`config.mk`:
```
export PLATFORM = sky130hd
export DESIGN_NAME = binary_boundary_pixel_detect_flat
export DESIGN_NICKNAME = d
export VERILOG_FILES = /design/src/hw/rtl/bbpd_pkg.sv /design/src/hw/rtl/bbpd_if.sv /design/src/hw/rtl/bbpd_ram.sv /design/src/hw/rtl/bbpd_line_buf.sv /design/src/hw/rtl/binary_boundary_pixel_detect.sv /design/src/flat_wrapper.sv
export SDC_FILE = /design/constraint.sdc
export NUM_CORES = 2
export LEC_CHECK = 0
export BUFFER_PORTS_ARGS = -buffer_cell sky130_fd_sc_hd__buf_2
export CAP_MARGIN = 10
export CORE_ASPECT_RATIO = 1.5
export CORE_MARGIN = 1
export CORE_UTILIZATION = 40
export CTS_BUF_LIST = sky130_fd_sc_hd__clkbuf_16
export CTS_CLUSTER_SIZE = 24
export DETAILED_ROUTE_END_ITERATION = 6
export HOLD_SLACK_MARGIN = 0.08
export PLACE_DENSITY = 0.52
export SYNTH_ARGS = -nofsm -noshare
export SYNTH_HDL_FRONTEND = slang
export SYNTH_HIERARCHICAL = 1
export SYNTH_SLANG_ARGS = --single-unit
```
`constraint.sdc`:
```
create_clock -name clk -period 33.2 [get_ports clk]
set_input_delay 1.66 -clock clk [delete_from_list [all_inputs] [get_ports clk]]
set_output_delay 1.66 -clock clk [all_outputs]
set_load 0.02 [all_outputs]
```
`src/hw/rtl/bbpd_pkg.sv`:
```
// shared types, constants and helper functions of the boundary pixel detector
package bbpd_pkg;

  localparam int MAX_WIDTH  = 1024;
  localparam int MAX_HEIGHT = 1024;

  localparam int CFG_W  = 11;   // width of a size register
  localparam int PIX_W  = 8;
  localparam int POS_W  = 10;   // reported row and column width
  localparam int COL_W  = (MAX_WIDTH > 1) ? $clog2(MAX_WIDTH) : 1;
  localparam int ROW_W  = (MAX_HEIGHT > 1) ? $clog2(MAX_HEIGHT) : 1;
  localparam int MAXD_W = (COL_W > ROW_W) ? COL_W : ROW_W;
  localparam int SIZE_W = ((MAXD_W + 1) > CFG_W) ? (MAXD_W + 1) : CFG_W;
  localparam int IDX_W  = 1;

  localparam logic [PIX_W-1:0] FG_VALUE = PIX_W'(255);

  typedef enum logic [IDX_W-1:0] {
    REG_FRAME_WIDTH  = 1'b0,
    REG_FRAME_HEIGHT = 1'b1
  } reg_idx_t;

  typedef enum logic {
    OP_PIXEL = 1'b0,
    OP_FLUSH = 1'b1
  } op_t;

  typedef enum logic [1:0] {
    CLS_OTHER = 2'd0,
    CLS_ZERO  = 2'd1,
    CLS_FG    = 2'd2
  } cls_t;

  // line store request, one per advancing word
  typedef struct packed {
    logic             step;
    logic             wr;
    logic [COL_W-1:0] col;
    logic [COL_W-1:0] n1;
    logic [COL_W-1:0] n2;
    cls_t             ncls;
  } lb_req_t;

  // neighbourhood seen by the current word
  typedef struct packed {
    cls_t cur;
    cls_t nxt;
    logic up_zero;
  } lb_rsp_t;

  function automatic cls_t classify(logic [PIX_W-1:0] p);
    cls_t c;
    c = CLS_OTHER;
    if (p == '0) c = CLS_ZERO;
    else if (p == FG_VALUE) c = CLS_FG;
    return c;
  endfunction

  function automatic logic [SIZE_W-1:0] clamp_size(logic [CFG_W-1:0] v,
                                                   logic [SIZE_W-1:0] maxv);
    logic [SIZE_W-1:0] r;
    r = SIZE_W'(v);
    if (v == '0) r = SIZE_W'(1);
    else if (r > maxv) r = maxv;
    return r;
  endfunction

endpackage

```
`src/hw/rtl/bbpd_if.sv`:
```
// valid/ready stream interfaces for pixel words and result words
interface bbpd_in_if;
  logic                        valid;
  logic                        ready;
  logic                        op;
  logic [bbpd_pkg::PIX_W-1:0]  pixel;

  modport source (output valid, output op, output pixel, input ready);
  modport sink   (input valid, input op, input pixel, output ready);
endinterface

interface bbpd_out_if;
  logic                        valid;
  logic                        ready;
  logic                        edge_res;
  logic [bbpd_pkg::POS_W-1:0]  col;
  logic [bbpd_pkg::POS_W-1:0]  row;
  logic                        end_of_frame;

  modport source (output valid, output edge_res, output col, output row,
                  output end_of_frame, input ready);
  modport sink   (input valid, input edge_res, input col, input row,
                  input end_of_frame, output ready);
endinterface

```
`src/hw/rtl/bbpd_ram.sv`:
```
// generic simple dual port ram with registered read
module bbpd_ram #(
  parameter int WIDTH = 1,
  parameter int DEPTH = 2
) (
  input  logic                     clk,
  input  logic                     we,
  input  logic [$clog2(DEPTH)-1:0] waddr,
  input  logic [WIDTH-1:0]         wdata,
  input  logic                     re,
  input  logic [$clog2(DEPTH)-1:0] raddr,
  output logic [WIDTH-1:0]         rdata
);

  logic [WIDTH-1:0] mem [DEPTH];

  always_ff @(posedge clk) begin
    if (we) begin
      mem[waddr] <= wdata;
    end
    if (re) begin
      rdata <= mem[raddr];
    end
  end

endmodule

```
`src/hw/rtl/bbpd_line_buf.sv`:
```
// two line stores with read-ahead and same-entry forwarding
module bbpd_line_buf (
  input  logic              clk,
  input  bbpd_pkg::lb_req_t req,
  output bbpd_pkg::lb_rsp_t rsp
);

  logic [1:0]     cram_q;
  logic           oram_q;
  logic           cfwd_v;
  bbpd_pkg::cls_t cfwd_d;
  logic           ofwd_v;
  logic           ofwd_d;
  bbpd_pkg::cls_t cur;
  bbpd_pkg::cls_t ahead;
  logic           older;
  logic           we;
  logic           cur_zero;

  assign we       = req.step && req.wr;
  assign ahead    = cfwd_v ? cfwd_d : bbpd_pkg::cls_t'(cram_q);
  assign older    = ofwd_v ? ofwd_d : oram_q;
  assign cur_zero = (cur == bbpd_pkg::CLS_ZERO);

  // class of the row under test, read two columns ahead
  bbpd_ram #(.WIDTH(2), .DEPTH(bbpd_pkg::MAX_WIDTH)) u_center (
    .clk   (clk),
    .we    (we),
    .waddr (req.col),
    .wdata (req.ncls),
    .re    (req.step),
    .raddr (req.n2),
    .rdata (cram_q)
  );

  // zero flags of the row above, read one column ahead
  bbpd_ram #(.WIDTH(1), .DEPTH(bbpd_pkg::MAX_WIDTH)) u_older (
    .clk   (clk),
    .we    (we),
    .waddr (req.col),
    .wdata (cur_zero),
    .re    (req.step),
    .raddr (req.n1),
    .rdata (oram_q)
  );

  always_ff @(posedge clk) begin
    if (req.step) begin
      cfwd_v <= req.wr && (req.n2 == req.col);
      cfwd_d <= req.ncls;
      ofwd_v <= req.wr && (req.n1 == req.col);
      ofwd_d <= cur_zero;
      cur    <= (req.wr && (req.n1 == req.col)) ? req.ncls : ahead;
    end
  end

  assign rsp.cur     = cur;
  assign rsp.nxt     = ahead;
  assign rsp.up_zero = older;

endmodule

```
`src/hw/rtl/binary_boundary_pixel_detect.sv`:
```
// top level of the 4-neighbour binary boundary pixel detector
// Takes one word per clock while the result register is not stalled, pixels
// of a frame in raster order, and reports whether each pixel is a boundary
// pixel: value 255 with an up, down, left or right neighbour inside the frame
// that is exactly 0. From the second row on, each pixel word yields the
// result for the pixel directly above it; after the last pixel the source
// sends frame_width flush words, which report the last row, the final one
// with end_of_frame set. Words that do not fit the current phase (a flush
// outside the flush phase, a pixel inside it) are dropped without a result.
// Throughput, one word per cycle when unstalled, is set by the two line stores
// (row classes and upper zero flags), each one read port and one write port,
// read two and one columns ahead so the read data is ready when the word
// arrives. Line store contents are undefined after reset; no clearing pass is
// run and the first frame may start at once. Sizes of 0 act as 1 and sizes
// above the maximum act as the maximum; change them only between frames.
module binary_boundary_pixel_detect (
  input  logic                        clk,
  input  logic                        rst,
  input  logic                        cfg_we,
  input  logic [bbpd_pkg::IDX_W-1:0]  cfg_idx,
  input  logic [bbpd_pkg::CFG_W-1:0]  cfg_data,
  bbpd_in_if.sink                     pix_in,
  bbpd_out_if.source                  res_out
);

  localparam int COL_W  = bbpd_pkg::COL_W;
  localparam int ROW_W  = bbpd_pkg::ROW_W;
  localparam int SIZE_W = bbpd_pkg::SIZE_W;

  // configuration
  logic [bbpd_pkg::CFG_W-1:0] frame_width;
  logic [bbpd_pkg::CFG_W-1:0] frame_height;

  // scan position and phase
  logic [COL_W-1:0] col_count;
  logic [ROW_W-1:0] row_count;
  logic             flushing;
  bbpd_pkg::cls_t   left_class;

  // result register
  logic                       out_valid;
  logic                       out_edge;
  logic [bbpd_pkg::POS_W-1:0] out_col;
  logic [bbpd_pkg::POS_W-1:0] out_row;
  logic                       out_eof;

  logic [SIZE_W-1:0] w_eff;
  logic [SIZE_W-1:0] h_eff;
  logic [SIZE_W-1:0] c_plus;
  logic [SIZE_W-1:0] n1_plus;
  logic [SIZE_W-1:0] r_plus;
  logic              last_col;
  logic              last_row;
  logic [COL_W-1:0]  n1;
  logic [COL_W-1:0]  n2;
  logic              fire;
  logic              is_flush;
  logic              pix_act;
  logic              flush_act;
  logic              res_gen;
  bbpd_pkg::cls_t    ncls;
  logic              up_ok;
  logic              up_hit;
  logic              down_hit;
  logic              left_hit;
  logic              right_hit;
  logic              verdict;
  logic [ROW_W-1:0]  res_row;

  bbpd_pkg::lb_req_t lb_req;
  bbpd_pkg::lb_rsp_t lb_rsp;

  // effective sizes
  assign w_eff = bbpd_pkg::clamp_size(frame_width, SIZE_W'(bbpd_pkg::MAX_WIDTH));
  assign h_eff = bbpd_pkg::clamp_size(frame_height, SIZE_W'(bbpd_pkg::MAX_HEIGHT));

  // next column and the one after, wrapping at the row end
  assign c_plus   = SIZE_W'(col_count) + SIZE_W'(1);
  assign last_col = (c_plus >= w_eff);
  assign n1       = last_col ? '0 : COL_W'(c_plus);
  assign n1_plus  = SIZE_W'(n1) + SIZE_W'(1);
  assign n2       = (n1_plus >= w_eff) ? '0 : COL_W'(n1_plus);
  assign r_plus   = SIZE_W'(row_count) + SIZE_W'(1);
  assign last_row = (r_plus >= h_eff);

  // handshake: the result register frees as it drains
  assign pix_in.ready = !out_valid || res_out.ready;
  assign fire         = pix_in.valid && pix_in.ready;
  assign is_flush     = (bbpd_pkg::op_t'(pix_in.op) == bbpd_pkg::OP_FLUSH);
  assign pix_act      = fire && !is_flush && !flushing;
  assign flush_act    = fire && is_flush && flushing;
  assign res_gen      = flush_act || (pix_act && (row_count != '0));

  assign ncls = bbpd_pkg::classify(pix_in.pixel);

  assign lb_req.step = pix_act || flush_act;
  assign lb_req.wr   = pix_act;
  assign lb_req.col  = col_count;
  assign lb_req.n1   = n1;
  assign lb_req.n2   = n2;
  assign lb_req.ncls = ncls;

  bbpd_line_buf u_line_buf (
    .clk (clk),
    .req (lb_req),
    .rsp (lb_rsp)
  );

  // neighbourhood test for the reported pixel
  assign up_ok     = flushing ? (row_count != '0) : (row_count >= ROW_W'(2));
  assign up_hit    = up_ok && lb_rsp.up_zero;
  assign down_hit  = !flushing && (ncls == bbpd_pkg::CLS_ZERO);
  assign left_hit  = (col_count != '0) && (left_class == bbpd_pkg::CLS_ZERO);
  assign right_hit = !last_col && (lb_rsp.nxt == bbpd_pkg::CLS_ZERO);
  assign verdict   = (lb_rsp.cur == bbpd_pkg::CLS_FG) &&
                     (up_hit || down_hit || left_hit || right_hit);
  // pixel words report the row above, flush words the last row itself
  assign res_row   = flushing ? row_count : (row_count - ROW_W'(1));

  // configuration writes
  always_ff @(posedge clk) begin
    if (rst) begin
      frame_width  <= bbpd_pkg::CFG_W'(bbpd_pkg::MAX_WIDTH);
      frame_height <= bbpd_pkg::CFG_W'(bbpd_pkg::MAX_HEIGHT);
    end else if (cfg_we) begin
      unique case (bbpd_pkg::reg_idx_t'(cfg_idx))
        bbpd_pkg::REG_FRAME_WIDTH:  frame_width  <= cfg_data;
        bbpd_pkg::REG_FRAME_HEIGHT: frame_height <= cfg_data;
        default: ;
      endcase
    end
  end

  // scan counters and phase
  always_ff @(posedge clk) begin
    if (rst) begin
      col_count  <= '0;
      row_count  <= '0;
      flushing   <= 1'b0;
      left_class <= bbpd_pkg::CLS_OTHER;
    end else if (pix_act) begin
      left_class <= lb_rsp.cur;
      if (last_col) begin
        col_count <= '0;
        if (last_row) flushing <= 1'b1;
        else row_count <= ROW_W'(r_plus);
      end else begin
        col_count <= COL_W'(c_plus);
      end
    end else if (flush_act) begin
      if (last_col) begin
        col_count  <= '0;
        row_count  <= '0;
        flushing   <= 1'b0;
        left_class <= bbpd_pkg::CLS_OTHER;
      end else begin
        col_count  <= COL_W'(c_plus);
        left_class <= lb_rsp.cur;
      end
    end
  end

  // result register
  always_ff @(posedge clk) begin
    if (rst) begin
      out_valid <= 1'b0;
    end else if (res_gen) begin
      out_valid <= 1'b1;
    end else if (res_out.ready) begin
      out_valid <= 1'b0;
    end
  end

  always_ff @(posedge clk) begin
    if (res_gen) begin
      out_edge <= verdict;
      out_col  <= bbpd_pkg::POS_W'(col_count);
      out_row  <= bbpd_pkg::POS_W'(res_row);
      out_eof  <= flushing && last_col;
    end
  end

  assign res_out.valid        = out_valid;
  assign res_out.edge_res     = out_edge;
  assign res_out.col          = out_col;
  assign res_out.row          = out_row;
  assign res_out.end_of_frame = out_eof;

  // the last flush word closes the frame and rewinds the scan
  a_frame_close: assert property (@(posedge clk) disable iff (rst)
    (flush_act && last_col) |=> (!flushing && col_count == '0 && row_count == '0))
    else $error("frame did not close on last flush word");

  // every word that causes a result shows it next cycle
  a_result_shown: assert property (@(posedge clk) disable iff (rst)
    res_gen |=> res_out.valid)
    else $error("result word not presented");

  // a stalled result blocks intake
  a_stall_blocks: assert property (@(posedge clk) disable iff (rst)
    (res_out.valid && !res_out.ready) |-> !pix_in.ready)
    else $error("word accepted while result register is stalled");

  // end of frame is only flagged on flush results
  a_eof_flush: assert property (@(posedge clk) disable iff (rst)
    (res_gen && !flush_act) |=> !res_out.end_of_frame)
    else $error("end of frame on a pixel-phase result");

endmodule
```
`src/flat_wrapper.sv`:
```
// flat-port wrapper written by rule: the top's interface ports become plain ports
module binary_boundary_pixel_detect_flat 
  (clk, rst, cfg_we, cfg_idx, cfg_data, pix_in_valid, pix_in_op, pix_in_pixel, pix_in_ready, res_out_valid, res_out_edge_res, res_out_col, res_out_row, res_out_end_of_frame, res_out_ready);
  bbpd_in_if pix_in_i ();
  bbpd_out_if res_out_i ();
  input  logic clk;
  input  logic rst;
  input  logic cfg_we;
  input  logic [bbpd_pkg::IDX_W-1:0] cfg_idx;
  input  logic [bbpd_pkg::CFG_W-1:0] cfg_data;
  input wire logic [$bits(pix_in_i.valid)-1:0] pix_in_valid;
  input wire logic [$bits(pix_in_i.op)-1:0] pix_in_op;
  input wire logic [$bits(pix_in_i.pixel)-1:0] pix_in_pixel;
  output wire logic [$bits(pix_in_i.ready)-1:0] pix_in_ready;
  output wire logic [$bits(res_out_i.valid)-1:0] res_out_valid;
  output wire logic [$bits(res_out_i.edge_res)-1:0] res_out_edge_res;
  output wire logic [$bits(res_out_i.col)-1:0] res_out_col;
  output wire logic [$bits(res_out_i.row)-1:0] res_out_row;
  output wire logic [$bits(res_out_i.end_of_frame)-1:0] res_out_end_of_frame;
  input wire logic [$bits(res_out_i.ready)-1:0] res_out_ready;
  assign pix_in_i.valid = pix_in_valid;
  assign pix_in_i.op = pix_in_op;
  assign pix_in_i.pixel = pix_in_pixel;
  assign pix_in_ready = pix_in_i.ready;
  assign res_out_valid = res_out_i.valid;
  assign res_out_edge_res = res_out_i.edge_res;
  assign res_out_col = res_out_i.col;
  assign res_out_row = res_out_i.row;
  assign res_out_end_of_frame = res_out_i.end_of_frame;
  assign res_out_i.ready = res_out_ready;
  binary_boundary_pixel_detect u_core (.clk(clk), .rst(rst), .cfg_we(cfg_we), .cfg_idx(cfg_idx), .cfg_data(cfg_data), .pix_in(pix_in_i), .res_out(res_out_i));
endmodule
```
==> results.txt <==
Status = complete, no violations
Routed met2 length = 218.4 mm
# Post-CTS Setup Buffers = 0
Seq pwr share = 51.8%
CTS max path bufs = 4
Hold Crit Class = flop to flop
Root Buffer = clkbuf_16
Data arrival, critical path = 14.17 ns
1st-iter DRT viols = 7,799
Final setup fails = 0
Die Y = 709.6 um
Slowest-stage cell, CP = dfxtp_2
Critical Path End Type = flop
Synthesis-stage register bit count = 3,150
Clock latency on the worst-skew pair = 0.89 ns
CTS tree = yes
Routability cong. = 0.8430
Crit. Startpoint = u_core/col_count[0]
Clk pin slew, worst setup/hold paths = 0.06 ns
Post-synth EDFFs = 3,104
Number of placement rows = 259
Worst setup SP type = flop
Die Area = 336,100 um^2
Top cell type by total area after synthesis = edfxtp_1
Unrepaired setup endpoints after global routing = no
Sequential-to-total area share from yosys stat = 70.51%
Final setup margin = 19.76 ns
Reg2reg start = u_core/col_count[0]
CP Buf/Inv Count = 4
Setup CP Type = flop to flop
Final Hold Fails = 0
Hpwl dp = 227.4 mm
Slew HR = 15.56%
PortBufs = 49
Avg WL per Cell = 31.31 um
Crit path max-delay family = simple AND/OR/NAND/NOR gates
Drt pass-1 iters = 6
Worst hold slack = 0.4529 ns
Post-place setup slack = 19.63 ns
Design Area, Final = 148,300 um^2
Number of I/O pins = 50
Layout cells sized above 1 = 17.52%
Post-Synthesis Cells = 8,500
Leak = 41.14 nW
Post-CTS Hold Fix Bufs = 0
Drt via density = 5.871
Setup TNS = 0 ns
Critical Path Max Stage Delay = 0.89 ns
Inserted Clock Buffers = 314
FFs w/ async S/R, synth = 0%
Top Layer Used = met4
Mapped Nets = 8,566
CTS Sinks = 3,150
Initial Util = 40.23%
PostCTS Resize Cnt = 0
Switching share of power = 22.34%
Worst-path maximum fanout = 76
Syn Area/Cell = 15.71 um^2
Worst Tran Pin Value = 1.264 ns
Global Route Usage Sum = 24.06%
Post-Route WL = 408.1 mm
Core area = 331,800 um^2
Internal power = 0.006504 W
Chip Width = 473.7 um
Nets = 8,415
H-tree levels = 5
Met1 WL = 147.4 mm
Clock power share = 41.5%
Area share of the largest cell type after synthesis = 69.82%
FMAX = 74.42 MHz
Net Switching = 0.001871 W
Distinct cell type count after synthesis = 94
Grt total ovfl = 0
Routed wl met3 = 21.76 mm
Clk_skew = 0.07649 ns
VDD IR max = 42.91 uV
Total power = 0.008375 W
Largest net degree at the start of global routing = 238
Crit path required time = 33.93 ns
Max_cap viols = 0
Period minus WS final = 13.44 ns
First-pass GRT wire length = 576.2 mm
Most frequent CP cell = ha_1
Vias in the first global route = 78,606
Synth Cell Area = 133,500 um^2
Synth warn = 6
PD cells = 56.48 nW/um^2
Layout overhead on the synthesized area = 11.06%
Primary FF master, synth = edfxtp_1
Area contributors post-synth = edfxtp_1 (70%), mux4_2 (11%), nor2_1 (6.0%)
Comb pwr share = 6.7%
Placed Area = 138,200 um^2
Fin. max-slew vios = 0
Initial antenna violation count = 10
Hold_sp = u_core/left_class[0]
Final period util = 40.47%
Post-DRT Antenna Nets = 0
Total number of vias = 76,519
DR DRC count = 0
## power by group through the flow
stage                     Clock (W)  Sequential (W)  Combinational, W
final                       0.00347         0.00434          0.000565
after floorplan                   0         0.00446          0.000443
after global routing        0.00368         0.00433          0.000597
after global placement            0         0.00442          0.000565
after detailed placement          0         0.00442          0.000570
after CTS                   0.00355         0.00434          0.000571
## routing by layer
layer  global-route usage, %  up-vias
li1                        -    32212
met1                   27.91    40933
met2                   44.23     2627
met3                   2.853      747
met4                   10.60        0
met5                       0        -
## metrics by stage
stage	cells	util (%)
after floorplan	8500	-
after global placement	12458	41.62
after detailed placement	12461	41.64
after CTS	13020	44.61
after global routing	13033	44.68
final	13034	44.68
## Yosys cell counts (all sizes together) (12+ instances only)
cell type	count
o221ai	133
a22oi	63
nand3	100
nand2	287
o22ai	73
buf	288
and3	19
a22o	17
nor2	2128
a221oi	16
nor3	102
xor2	12
o21ai	65
mux4	663
and2	17
inv	35
a31oi	16
nand4	34
a21oi	157
a211oi	20
xnor2	39
ha	40
mux2	18
nor3b	18
nor4	24
nand2b	25
edfxtp	3104
dfxtp	46
o211ai	14
nor2b	30
clkbuf	443
mux2i	329
## cells in the final DEF, fill, tap and decap left out, drive strengths merged, types with 34 or more instances in the layout
cell	instances
o21ai	65
mux4	663
nand3	100
a21oi	157
mux2i	329
inv	103
edfxtp	3104
o22ai	73
xnor2	39
clkinv	136
o221ai	133
clkbuf	324
nor3	102
buf	264
dfxtp	46
nor2	2128
ha	40
nand4	34
a22oi	63
nand2	287
## registers in the layout (all words and copies together), names as in the netlist, 10 cells and up
signal	cells
u_core/u_line_buf/u_older/mem	1024
u_core/res_out.col	10
u_core/frame_width	11
u_core/u_line_buf/u_center/mem	2048
u_core/row_count	10
u_core/col_count	10
u_core/frame_height	11
u_core/res_out.row	10
## path summary, 6_finish.rpt
check | cells past startpoint | end | slack [ns]
max reg2reg | 33 | u_core/u_line_buf/u_center/rdata[0] | 19.76
min reg2reg | 2 | u_core/left_class[0] | 0.45
max | 33 | u_core/u_line_buf/u_center/rdata[0] | 19.76
min | 2 | u_core/left_class[0] | 0.45
## area by class of cell
cell class	count	area [um^2]
clock buffer	324	8108
antenna	5	12.51
fill	29444	183600
inverter	38	146.4
sequential	3150	94140
tap	4437	5552
multi-input combinational	4581	36370
clock inverter	235	1735
timing repair buffer	264	2218
## tightest hold or removal path: stages (launching register included)
cell,delay (ns)
dfxtp_1,0.31
nand2_1,0.05
a21oi_1,0.05
## cells by family after synthesis
| logic type | count (synthesis) | share of synthesized area (%) |
|---|---|---|
| fa+ha+maj | 40 | 0.3749 |
| simple gates | 2839 | 8.713 |
| mux | 1010 | 13.84 |
| buf+inv | 769 | 2.880 |
| compound gates | 641 | 3.336 |
| xor+xnor | 51 | 0.3458 |
| flops | 3150 | 70.51 |
(Power assumes the default switching activity.)
